`src/rtl/cds_pkg.sv`:
```
// Shared types and constants for the coast-down identification sequencer.
// No dependencies; every rtl file imports this package.
package cds_pkg;

    localparam int AVG_WINDOW_LOG2 = 8;
    localparam int DATA_W          = 32;
    localparam int CNT_W           = 16;
    localparam int ACC_W           = 44;
    localparam int LIMIT_W         = 31;
    localparam int CFG_IDX_W       = 2;

    localparam logic [CNT_W-1:0] AVG_WINDOW = CNT_W'(2 ** AVG_WINDOW_LOG2);

    // opcodes
    localparam logic OP_RESTART = 1'b0;
    localparam logic OP_TICK    = 1'b1;

    // register indexes
    localparam logic [CFG_IDX_W-1:0] REG_DRIVE_LEVEL  = 2'd0;
    localparam logic [CFG_IDX_W-1:0] REG_SPEED_LIMIT  = 2'd1;
    localparam logic [CFG_IDX_W-1:0] REG_SPINUP_TICKS = 2'd2;
    localparam logic [CFG_IDX_W-1:0] REG_LOG_LENGTH   = 2'd3;

    // phase codes as reported on the result
    localparam logic [1:0] PHASE_CODE_SPIN  = 2'd0;
    localparam logic [1:0] PHASE_CODE_COAST = 2'd1;
    localparam logic [1:0] PHASE_CODE_FIN   = 2'd2;

    typedef enum logic [2:0] {
        PH_SPIN  = 3'b001,
        PH_COAST = 3'b010,
        PH_FIN   = 3'b100
    } t_phase;

    typedef struct packed {
        logic signed [DATA_W-1:0] drive_level;
        logic [LIMIT_W-1:0]       speed_limit;
        logic [CNT_W-1:0]         spinup_ticks;
        logic [CNT_W-1:0]         log_length;
    } t_cfg;

    typedef struct packed {
        logic signed [DATA_W-1:0] vq_drive;
        logic                     clear_control;
        logic                     stop_drive;
        logic [1:0]               phase_now;
        logic                     run_done;
        logic                     run_aborted;
        logic                     log_valid;
        logic [CNT_W-1:0]         log_index;
        logic signed [DATA_W-1:0] log_value;
        logic signed [DATA_W-1:0] steady_speed;
        logic signed [DATA_W-1:0] steady_current;
    } t_result;

endpackage

```
`src/rtl/cds_cfg.sv`:
```
// Configuration register bank of the coast-down sequencer.
// Depends on cds_pkg for the register indexes and the t_cfg struct.
module cds_cfg (
    input  logic                                i_clk,
    input  logic                                i_rst_n,
    input  logic                                i_cfg_we,
    input  logic [cds_pkg::CFG_IDX_W-1:0]       i_cfg_index,
    input  logic [cds_pkg::DATA_W-1:0]          i_cfg_data,
    output cds_pkg::t_cfg                       o_cfg
);
    import cds_pkg::*;

    t_cfg r_cfg;
    t_cfg n_cfg;

    always_comb begin
        n_cfg = r_cfg;
        if (i_cfg_we) begin
            case (i_cfg_index)
                REG_DRIVE_LEVEL:  n_cfg.drive_level  = $signed(i_cfg_data);
                REG_SPEED_LIMIT:  n_cfg.speed_limit  = i_cfg_data[LIMIT_W-1:0];
                REG_SPINUP_TICKS: n_cfg.spinup_ticks = i_cfg_data[CNT_W-1:0];
                REG_LOG_LENGTH:   n_cfg.log_length   = i_cfg_data[CNT_W-1:0];
                default: ;
            endcase
        end
    end

    always_ff @(posedge i_clk) begin
        if (!i_rst_n) begin
            r_cfg.drive_level  <= '0;
            r_cfg.speed_limit  <= '1;
            r_cfg.spinup_ticks <= CNT_W'(2000);
            r_cfg.log_length   <= CNT_W'(2000);
        end else begin
            r_cfg <= n_cfg;
        end
    end

    assign o_cfg = r_cfg;

endmodule

```
`src/rtl/cds_core.sv`:
```
// Run state and per-tick step logic: speed abort, spin-up averaging,
// coast-down sample logging. Depends on cds_pkg.
module cds_core (
    input  logic                              i_clk,
    input  logic                              i_rst_n,
    input  logic                              i_step,
    input  logic                              i_opcode,
    input  logic signed [cds_pkg::DATA_W-1:0] i_speed,
    input  logic signed [cds_pkg::DATA_W-1:0] i_current,
    input  cds_pkg::t_cfg                     i_cfg,
    output cds_pkg::t_result                  o_result
);
    import cds_pkg::*;

    t_phase                   r_phase,       n_phase;
    logic [CNT_W-1:0]         r_tick,        n_tick;
    logic [ACC_W-1:0]         r_speed_acc,   n_speed_acc;
    logic [ACC_W-1:0]         r_current_acc, n_current_acc;
    logic [CNT_W-1:0]         r_log_count,   n_log_count;
    logic signed [DATA_W-1:0] r_speed_avg,   n_speed_avg;
    logic signed [DATA_W-1:0] r_current_avg, n_current_avg;
    logic                     r_done,        n_done;
    logic                     r_abort,       n_abort;

    logic [DATA_W-1:0]        speed_mag;
    logic                     over_limit;
    logic [CNT_W-1:0]         eff_ticks;
    logic [CNT_W-1:0]         tick_inc;
    logic [CNT_W-1:0]         log_inc;
    logic signed [ACC_W-1:0]  speed_shift;
    logic signed [ACC_W-1:0]  current_shift;
    t_result                  res;

    // -0x80000000 wraps back to itself, which is the right magnitude
    assign speed_mag  = i_speed[DATA_W-1] ? (~i_speed + DATA_W'(1)) : i_speed;
    assign over_limit = speed_mag > {1'b0, i_cfg.speed_limit};
    assign eff_ticks  = (i_cfg.spinup_ticks < AVG_WINDOW) ? AVG_WINDOW : i_cfg.spinup_ticks;
    assign tick_inc   = r_tick + CNT_W'(1);
    assign log_inc    = r_log_count + CNT_W'(1);

    always_comb begin
        n_phase       = r_phase;
        n_tick        = r_tick;
        n_speed_acc   = r_speed_acc;
        n_current_acc = r_current_acc;
        n_log_count   = r_log_count;
        n_speed_avg   = r_speed_avg;
        n_current_avg = r_current_avg;
        n_done        = r_done;
        n_abort       = r_abort;
        speed_shift   = '0;
        current_shift = '0;
        res           = '0;

        if (i_opcode == OP_RESTART) begin
            n_phase       = PH_SPIN;
            n_tick        = '0;
            n_speed_acc   = '0;
            n_current_acc = '0;
            n_log_count   = '0;
            n_speed_avg   = '0;
            n_current_avg = '0;
            n_done        = 1'b0;
            n_abort       = 1'b0;
            res.clear_control = 1'b1;
        end else if (r_done || r_phase == PH_FIN) begin
            // finished run: hold terminal outputs
            n_done  = 1'b1;
            n_phase = PH_FIN;
            res.clear_control = 1'b1;
            res.stop_drive    = 1'b1;
        end else if (over_limit) begin
            n_done  = 1'b1;
            n_abort = 1'b1;
            n_phase = PH_FIN;
            res.clear_control = 1'b1;
            res.stop_drive    = 1'b1;
        end else begin
            case (r_phase)
                PH_SPIN: begin
                    res.vq_drive = i_cfg.drive_level;
                    n_tick = tick_inc;
                    // sum only over the last window of ticks
                    if (tick_inc > eff_ticks - AVG_WINDOW) begin
                        n_speed_acc   = r_speed_acc +
                                        {{(ACC_W-DATA_W){i_speed[DATA_W-1]}}, i_speed};
                        n_current_acc = r_current_acc +
                                        {{(ACC_W-DATA_W){i_current[DATA_W-1]}}, i_current};
                    end
                    if (tick_inc >= eff_ticks) begin
                        speed_shift   = $signed(n_speed_acc) >>> AVG_WINDOW_LOG2;
                        current_shift = $signed(n_current_acc) >>> AVG_WINDOW_LOG2;
                        n_speed_avg   = speed_shift[DATA_W-1:0];
                        n_current_avg = current_shift[DATA_W-1:0];
                        n_log_count   = '0;
                        n_phase       = PH_COAST;
                        res.vq_drive      = '0;
                        res.clear_control = 1'b1;
                    end
                end
                PH_COAST: begin
                    res.clear_control = 1'b1;
                    if (r_log_count < i_cfg.log_length) begin
                        res.log_valid = 1'b1;
                        res.log_index = r_log_count;
                        res.log_value = i_speed;
                        n_log_count   = log_inc;
                    end
                    if (n_log_count >= i_cfg.log_length) begin
                        n_done  = 1'b1;
                        n_phase = PH_FIN;
                        res.stop_drive = 1'b1;
                    end
                end
                default: ;
            endcase
        end

        case (n_phase)
            PH_SPIN:  res.phase_now = PHASE_CODE_SPIN;
            PH_COAST: res.phase_now = PHASE_CODE_COAST;
            default:  res.phase_now = PHASE_CODE_FIN;
        endcase
        res.run_done       = n_done;
        res.run_aborted    = n_abort;
        res.steady_speed   = n_speed_avg;
        res.steady_current = n_current_avg;
    end

    always_ff @(posedge i_clk) begin
        if (!i_rst_n) begin
            r_phase       <= PH_SPIN;
            r_tick        <= '0;
            r_speed_acc   <= '0;
            r_current_acc <= '0;
            r_log_count   <= '0;
            r_speed_avg   <= '0;
            r_current_avg <= '0;
            r_done        <= 1'b0;
            r_abort       <= 1'b0;
        end else if (i_step) begin
            r_phase       <= n_phase;
            r_tick        <= n_tick;
            r_speed_acc   <= n_speed_acc;
            r_current_acc <= n_current_acc;
            r_log_count   <= n_log_count;
            r_speed_avg   <= n_speed_avg;
            r_current_avg <= n_current_avg;
            r_done        <= n_done;
            r_abort       <= n_abort;
        end
    end

    assign o_result = res;

endmodule

```
`src/rtl/coastdown_ident_sequencer.sv`:
```
// Coast-down identification sequencer: one result beat for every input beat.
// A beat enters an input register; the step logic then updates the run state,
// fills the result register and raises o_valid. A new beat is taken every cycle
// while the output does not stall; the single step through the run state (two
// 44-bit accumulator adds per tick) sets that rate. Stall on the output holds the
// result register and, once the input register is also full, raises o_stall.
// Configuration writes take effect on the next beat processed.
// Uses cds_pkg, cds_cfg and cds_core.
module coastdown_ident_sequencer (
    input  logic                                i_clk,
    input  logic                                i_rst_n,
    // input channel
    input  logic                                i_valid,
    output logic                                o_stall,
    input  logic                                i_opcode,
    input  logic signed [cds_pkg::DATA_W-1:0]   i_speed_sample,
    input  logic signed [cds_pkg::DATA_W-1:0]   i_current_sample,
    // configuration
    input  logic                                i_cfg_we,
    input  logic [cds_pkg::CFG_IDX_W-1:0]       i_cfg_index,
    input  logic [cds_pkg::DATA_W-1:0]          i_cfg_data,
    // result channel
    output logic                                o_valid,
    input  logic                                i_stall,
    output logic signed [cds_pkg::DATA_W-1:0]   o_vq_drive,
    output logic                                o_clear_control,
    output logic                                o_stop_drive,
    output logic [1:0]                          o_phase_now,
    output logic                                o_run_done,
    output logic                                o_run_aborted,
    output logic                                o_log_valid,
    output logic [cds_pkg::CNT_W-1:0]           o_log_index,
    output logic signed [cds_pkg::DATA_W-1:0]   o_log_value,
    output logic signed [cds_pkg::DATA_W-1:0]   o_steady_speed,
    output logic signed [cds_pkg::DATA_W-1:0]   o_steady_current
);
    import cds_pkg::*;

    t_cfg                     cfg;
    t_result                  step_res;

    logic                     r_in_valid;
    logic                     r_in_opcode;
    logic signed [DATA_W-1:0] r_in_speed;
    logic signed [DATA_W-1:0] r_in_current;
    logic                     r_out_valid;
    t_result                  r_out;

    logic                     out_free;
    logic                     advance;
    logic                     in_accept;

    assign out_free  = !r_out_valid || !i_stall;
    assign advance   = r_in_valid && out_free;
    assign o_stall   = r_in_valid && !out_free;
    assign in_accept = i_valid && !o_stall;

    cds_cfg u_cfg (
        .i_clk       (i_clk),
        .i_rst_n     (i_rst_n),
        .i_cfg_we    (i_cfg_we),
        .i_cfg_index (i_cfg_index),
        .i_cfg_data  (i_cfg_data),
        .o_cfg       (cfg)
    );

    cds_core u_core (
        .i_clk     (i_clk),
        .i_rst_n   (i_rst_n),
        .i_step    (advance),
        .i_opcode  (r_in_opcode),
        .i_speed   (r_in_speed),
        .i_current (r_in_current),
        .i_cfg     (cfg),
        .o_result  (step_res)
    );

    // input register: load on accept, drop once the beat moves on
    always_ff @(posedge i_clk) begin
        if (!i_rst_n) begin
            r_in_valid <= 1'b0;
        end else begin
            r_in_valid <= in_accept || (r_in_valid && !advance);
        end
    end

    always_ff @(posedge i_clk) begin
        if (in_accept) begin
            r_in_opcode  <= i_opcode;
            r_in_speed   <= i_speed_sample;
            r_in_current <= i_current_sample;
        end
    end

    // result register: hold while stalled
    always_ff @(posedge i_clk) begin
        if (!i_rst_n) begin
            r_out_valid <= 1'b0;
        end else begin
            r_out_valid <= advance || (r_out_valid && i_stall);
        end
    end

    always_ff @(posedge i_clk) begin
        if (advance) begin
            r_out <= step_res;
        end
    end

    assign o_valid          = r_out_valid;
    assign o_vq_drive       = r_out.vq_drive;
    assign o_clear_control  = r_out.clear_control;
    assign o_stop_drive     = r_out.stop_drive;
    assign o_phase_now      = r_out.phase_now;
    assign o_run_done       = r_out.run_done;
    assign o_run_aborted    = r_out.run_aborted;
    assign o_log_valid      = r_out.log_valid;
    assign o_log_index      = r_out.log_index;
    assign o_log_value      = r_out.log_value;
    assign o_steady_speed   = r_out.steady_speed;
    assign o_steady_current = r_out.steady_current;

endmodule
```
`config.mk`:
```
export PLATFORM = sky130hd
export DESIGN_NAME = coastdown_ident_sequencer
export DESIGN_NICKNAME = d
export VERILOG_FILES = /design/src/rtl/cds_pkg.sv /design/src/rtl/cds_cfg.sv /design/src/rtl/cds_core.sv /design/src/rtl/coastdown_ident_sequencer.sv
export SDC_FILE = /design/constraint.sdc
export NUM_CORES = 1
export LEC_CHECK = 0
export BUFFER_PORTS_ARGS = -buffer_cell sky130_fd_sc_hd__buf_2
export CAP_MARGIN = 40
export CELL_PAD_IN_SITES_DETAIL_PLACEMENT = 0
export CELL_PAD_IN_SITES_GLOBAL_PLACEMENT = 1
export CORE_ASPECT_RATIO = 1.1
export CORE_MARGIN = 5
export CORE_UTILIZATION = 30
export CTS_CLUSTER_SIZE = 16
export DETAILED_ROUTE_END_ITERATION = 8
export PLACE_DENSITY_LB_ADDON = 0.12
export SETUP_SLACK_MARGIN = 0.02
export SLEW_MARGIN = 20
export SYNTH_ARGS = -nofsm -noshare
export SYNTH_HDL_FRONTEND = slang
export SYNTH_HIERARCHICAL = 1
export SYNTH_SLANG_ARGS = --single-unit
```
`constraint.sdc`:
```
create_clock -name i_clk -period 18.9 [get_ports i_clk]
set_input_delay 0.945 -clock i_clk [delete_from_list [all_inputs] [get_ports i_clk]]
set_output_delay 0.945 -clock i_clk [all_outputs]
set_load 0.02 [all_outputs]
```
== Word-level counts from Yosys, hierarchy flattened ==
Cells that the tools add are included.

* Eq/ne operators: 14
* $add $sub $neg: 6
* Shift operators: 0
* Bitwise operators: 5
* Magnitude comparators: 6
* Multipliers: 0
* Reductions and logical operators: 26
* Div/mod/pow operators: 0
* Muxes and demuxes: 58

{| class="wikitable"
|+ Operators with widths
! cell !! count
|-
| $mux W44 || 10
|-
| $mux W32 || 11
|-
| $mux W16 || 14
|-
| $add A44 B44 Y44 || 2
|-
| $mux W49 || 1
|-
| $add A16 B1 Y16 const B || 2
|-
| $add A32 B2 Y32 const B || 1
|-
| $ge A16 B16 Y1 || 2
|-
| $gt A32 B31 Y1 || 1
|-
| $not A32 Y32 || 1
|-
| $pmux W16 S2 || 1
|-
| $gt A16 B16 Y1 || 1
|-
| $lt A16 B16 Y1 || 1
|-
| $lt A16 B9 Y1 const B || 1
|-
| $sub A16 B9 Y16 const B || 1
|-
| $mux W3 || 5
|-
| $mux W1 || 13
|-
| $reduce_and A5 Y1 || 2
|-
| $reduce_or A5 Y1 || 2
|-
| $reduce_and A2 Y1 || 4
|-
| $eq A3 B1 Y1 const B || 2
|-
| $eq A3 B2 Y1 const B || 2
|-
| $pmux W3 S2 || 1
|-
| $logic_and A1 B1 Y1 || 5
|-
| other kinds (16) || 29
|}

* Latch bits: 0
* Register bits after elaboration: 502
* ROM bits: 0
* Bits in writable memories: 0
* Memories: 0
* Input port bits: 104
* Output and inout port bits: 153

== Longest topological paths before layout ==
* Word-level depth: 15
* Depth in mapped cells: 23
* Gate-level depth less buffers: 21

== Modules after synthesis ==
The synthesis kept the hierarchy.

{| class="wikitable"
|+ By module, submodules not included
! module !! area an instance (sq um) !! cells each !! times used
|-
| cds_core || 16636.0 || 2249 || 1
|-
| coastdown_ident_sequencer || 6570.1 || 224 || 1
|-
| cds_cfg || 3878.7 || 387 || 1
|}

== Worst setup path after synthesis ==
OpenSTA, ideal clock, no wires.

* Path kind: input port to flip-flop
* Start: in i_stall
* End: reg u_core.r_log_count[9]
* Buffers on the path: 1
* Slack: 2.533 ns
* Library setup time: 0.070 ns
* Cell stages on the path: 6
* Data arrival time: 16.297 ns
* Data required time: 18.830 ns
* Path through: a21boi_0 nand3_1 nor3_1 clkbuf_1 o21ai_0 a21oi_1

* Cells in the longest elaborated chain, start to end: 4

{| class="wikitable"
|+ Ends and longest elaborated chain
! what !! line !! RTL
|-
| start: declaration || coastdown_ident_sequencer.sv:24 || <nowiki>input logic i_stall,</nowiki>
|-
| $logic_not A1 Y1 || coastdown_ident_sequencer.sv:53 || <nowiki>assign out_free = !r_out_valid || !i_stall;</nowiki>
|-
| $logic_or A1 B1 Y1 || coastdown_ident_sequencer.sv:53 ||
|-
| $logic_and A1 B1 Y1 || coastdown_ident_sequencer.sv:54 || <nowiki>assign advance = r_in_valid && out_free;</nowiki>
|-
| $reduce_and A5 Y1 (no source line) || -- ||
|-
| end signal: assignment || cds_core.sv:146 || <nowiki>r_log_count <= n_log_count;</nowiki>
|-
| end: declaration || cds_core.sv:19 || <nowiki>logic [CNT_W-1:0] r_log_count, n_log_count;</nowiki>
|}

No other way between the ends.
A chain may end at the register's enable or synchronous reset.

== Worst setup path in the final report ==
* Start: reg r_in_speed[3]
* End: reg r_out (netlist bit o_log_value[14]) (data pin)

* Cells in the longest elaborated chain, start to end: 5

{| class="wikitable"
|+ Ends and longest elaborated chain
! what !! line !! RTL
|-
| start: declaration || coastdown_ident_sequencer.sv:44 || <nowiki>logic signed [DATA_W-1:0] r_in_speed;</nowiki>
|-
| start signal: assignment || coastdown_ident_sequencer.sv:90 || <nowiki>r_in_speed <= i_speed_sample;</nowiki>
|-
| $not A32 Y32 || cds_core.sv:35 || <nowiki>assign speed_mag = i_speed[DATA_W-1] ? (~i_speed + DATA_W'(1)) : i_speed;</nowiki>
|-
| $add A32 B2 Y32 || cds_core.sv:35 ||
|-
| $mux W32 (*) || cds_core.sv:35 ||
|-
| $gt A32 B31 Y1 (*) || cds_core.sv:36 || <nowiki>assign over_limit = speed_mag > {1'b0, i_cfg.speed_limit};</nowiki>
|-
| $reduce_or A5 Y1 (no source line) (*) || -- ||
|-
| end signal: assignment || coastdown_ident_sequencer.sv:106 || <nowiki>r_out <= step_res;</nowiki>
|-
| end: declaration || coastdown_ident_sequencer.sv:47 || <nowiki>t_result r_out;</nowiki>
|}

Mark *: on every way between the ends. The rest lies on a longest branch, timed or not.

==> qor.yml <==
outcome:
  status: "completed"
setup_path:
  rrSetupSlack_ns: 12.64
  cp.arrival_ns: 6.78
  worst_setup_path_start_kind: "flip-flop"
  timing.rr.end: "o_log_value[14]"
  r2r-start: "r_in_speed[3]"
  r2r_cells: 17
  cp-end-kind: "flip-flop"
  crit_type: "flip-flop to flip-flop"
  crit_fanout: 30
  cp.required_ns: 19.42
timing:
  period_needed_ns: 6.259
  rsz0062_at_grt: "false"
  finalCritPeriodShare_pct: 33.12
  hold_viol: 0
  setup_viol: 0
  slew_viol_final: 0
  timing.fmax_mhz: 159.8
  layout_setup_ws_ns: 12.64
  setup_tns_ns: 0
  worst_slew_pin_slew_ns: 0.8623
  fin_skew_ns: 0.02458
  maxSlewHeadroom_pct: 42.30
layout:
  final_cell_mix: "334 x nand2_1, 278 x dfxtp_1, 256 x buf_2"
  nets: 3348
  syn_to_final_growth_pct: 17.79
  instances_no_fill: 4296
  fillers: 9209
  final_layout_size_suffix_gt1_share_pct: 14.85
  final_common_cell: "nand2_1"
min_path:
  hold_path_class: "flip-flop to flip-flop"
  hold_path_end: "u_cfg/o_cfg[76]"
  hold_depth: 2
  hp-start: "u_cfg/o_cfg[76]"
clock_network:
  cts.htree.levels: 2
  cts_hold_buf: 0
  clockRootBuffer: "clkbuf_16"
  cts_buffers: 60
  clockBufferDepth: 3
  cts_sinks: 494
  clkTransAtPathRegs_ns: 0.06
  ctsResizeCount: 0
  clock_latency_ns: 0.65
  postCtsSetupBuffers: 0
  cts_tree: "done"
die:
  num_rows: 115
  core_mm2: 0.08950
  chipHeight_um: 325.1
  die_w_um: 296.5
  initial_utilization_pct: 30.26
  io_pins: 257
  die_area_mm2: 0.09640
power:
  power.leakage_nw: 12.95
  vdd_drop_max_v: 0.00006940
  power_density_mw_per_mm2: 81.97
drt:
  vias_per_cell: 5.205
  via_count: 22360
  antenna_left: 0
  wl_um: 93470
  drc_errors: 0
  drt_iter0_markers: 1431
  dr.pass1.iters: 5
  avgRoutedWirePerCell_um: 21.76
placement:
  place_ws_ns: 12.47
  dp_hpwl_um: 68800
  gp_congestion: 0.8870
  numPortBuffers: 256
  placed_cells: 4177
global_routing:
  grt_first_pass_wirelength_um: 139600
  grt_max_degree: 88
  grt_pass1_vias: 22250
  antenna_found_initial: 5
  track_usage_pct: 18.65
  grt_overflow: 0
logic_synthesis:
  synth_ff_type: "dfxtp_1"
  yosysSeqAreaShare_pct: 44.50
  syn-instance-count: 2860
  syn_area_mm2: 0.02708
  ys_ff_latch: 494
  synth.distinct_cells: 98
  syn-num-nets: 3135
  avgSynthCellArea_um2: 9.470
  yosys_warnings: 6
  synth_edf_count: 216
  ys_async_sr_fraction_pct: 0
run:
  max_cap_viol_count: 0
[layer usage]
metal | vias to the layer above | global-route usage (%) | share of wire [%]
met3 | 135 | 2.724 | 4.6
met2 | 509 | 31.42 | 47
li1 | 10850 | - | -
met5 | - | 0 | 0.014
met1 | 10870 | 25.09 | 46
met4 | 2 | 4.901 | 2.6
[cells by family (layout without fill, tap and decap cells)]
logic type	count (synthesis)	after routing	share of synthesized area (%)
DFF	494	494	44.50
buffers and inverters	278	543	4.462
and+or+nand+nor	929	929	16.96
other	0	1	0
muxes	104	104	3.867
adders and majority gates	171	171	7.955
xor gates and xnor gates	123	123	3.977
AOI/OAI and AO/OA	761	761	18.28
[metrics by stage]
step           total power [mW]  utilization (%)  instance area (µm²)  hold slack, ns
4_1_cts                   2.660            35.56                31830          0.4209
5_1_grt                   2.724            35.65                31900          0.4277
6_report                  2.615            35.65                31900          0.4490
2_1_floorplan             1.328                -                27080          0.4199
3_5_place_dp              1.414            33.22                29730          0.4388
3_3_place_gp              1.408            32.88                29430          0.4288
[flip-flops by register name, indices dropped and copies added (netlist names), 2 cells and up]
name and flops:
o_phase_now 2, o_vq_drive 32, u_core/r_current_acc 40, u_core/r_tick 16, u_core/r_speed_avg 32, o_log_value 32
u_core/r_log_count 16, r_in_speed 32, u_core/r_phase 3, o_steady_current 32, o_steady_speed 32, u_core/r_speed_acc 40
r_in_current 32, u_core/r_current_avg 32, u_cfg/o_cfg 95, o_log_index 16
[area by class of cell]
cell class	count	area, µm²	area share, %
repair buffers	310	1893	5.934
clock inverters	36	465.4	1.459
diodes	1	2.502	0.007844
clock buffers	78	1632	5.114
multi-input cells	2088	13950	43.72
well taps	1170	1464	4.589
inverters	119	446.7	1.400
flip-flops and latches	494	12050	37.78
[Yosys cell counts, types with 43 or more instances]
cell type  number  area, µm²
nand3_1        74      370.4
nor2b_1        43      269.0
and2_1         82      513.0
dfxtp_1       278       5565
mux2i_1        99      991.0
a21oi_1       177      885.9
o21ai_0       196      980.9
inv_1         118      442.9
xnor2_1        87      762.0
edfxtp_1      216       6486
nand2_1       335       1257
ha_1          169       2115
a21o_1         51      382.9
nor2_1        165      619.3
clkbuf_1      103      386.6
[worst max-delay path, stage by stage (launching register included)]
cell and delay [ns]:
edfxtp_1 0.47, or3_1 0.44, or3_1 0.48, or3_1 0.40, or3_1 0.38, o41ai_1 0.33, xnor2_1 0.13, ha_1 0.36
nand3_1 0.12, nor4_1 0.34, and3_1 0.20, a21oi_1 0.11, nor2b_1 0.38, nor2_2 0.13, or2_1 0.47, nor3_2 0.75
buf_4 0.41, and2_1 0.18
[worst max-delay path by stage]
stage	startpoint	endpoint	slack (ns)	depth (start not counted)
global route	r_in_speed[3]	o_log_value[14]	12.22	17
detailed placement	r_in_speed[3]	u_core/r_current_avg[30]	12.47	18
CTS	r_in_speed[3]	u_core/r_current_avg[31]	12.43	18
floorplan	i_stall	u_core/r_log_count[9]	2.53	6
finish	r_in_speed[3]	o_log_value[14]	12.64	17
global placement	r_in_speed[3]	u_core/r_current_avg[25]	12.36	17
[power by group]
group	internal [mW]	switching [mW]	leakage, nW	total [mW]
clock network	0.734	0.492	1.01	1.23
registers	1.14	0.0219	4.32	1.17
logic	0.0719	0.150	7.62	0.222
Power figures use the tool's default switching activity.
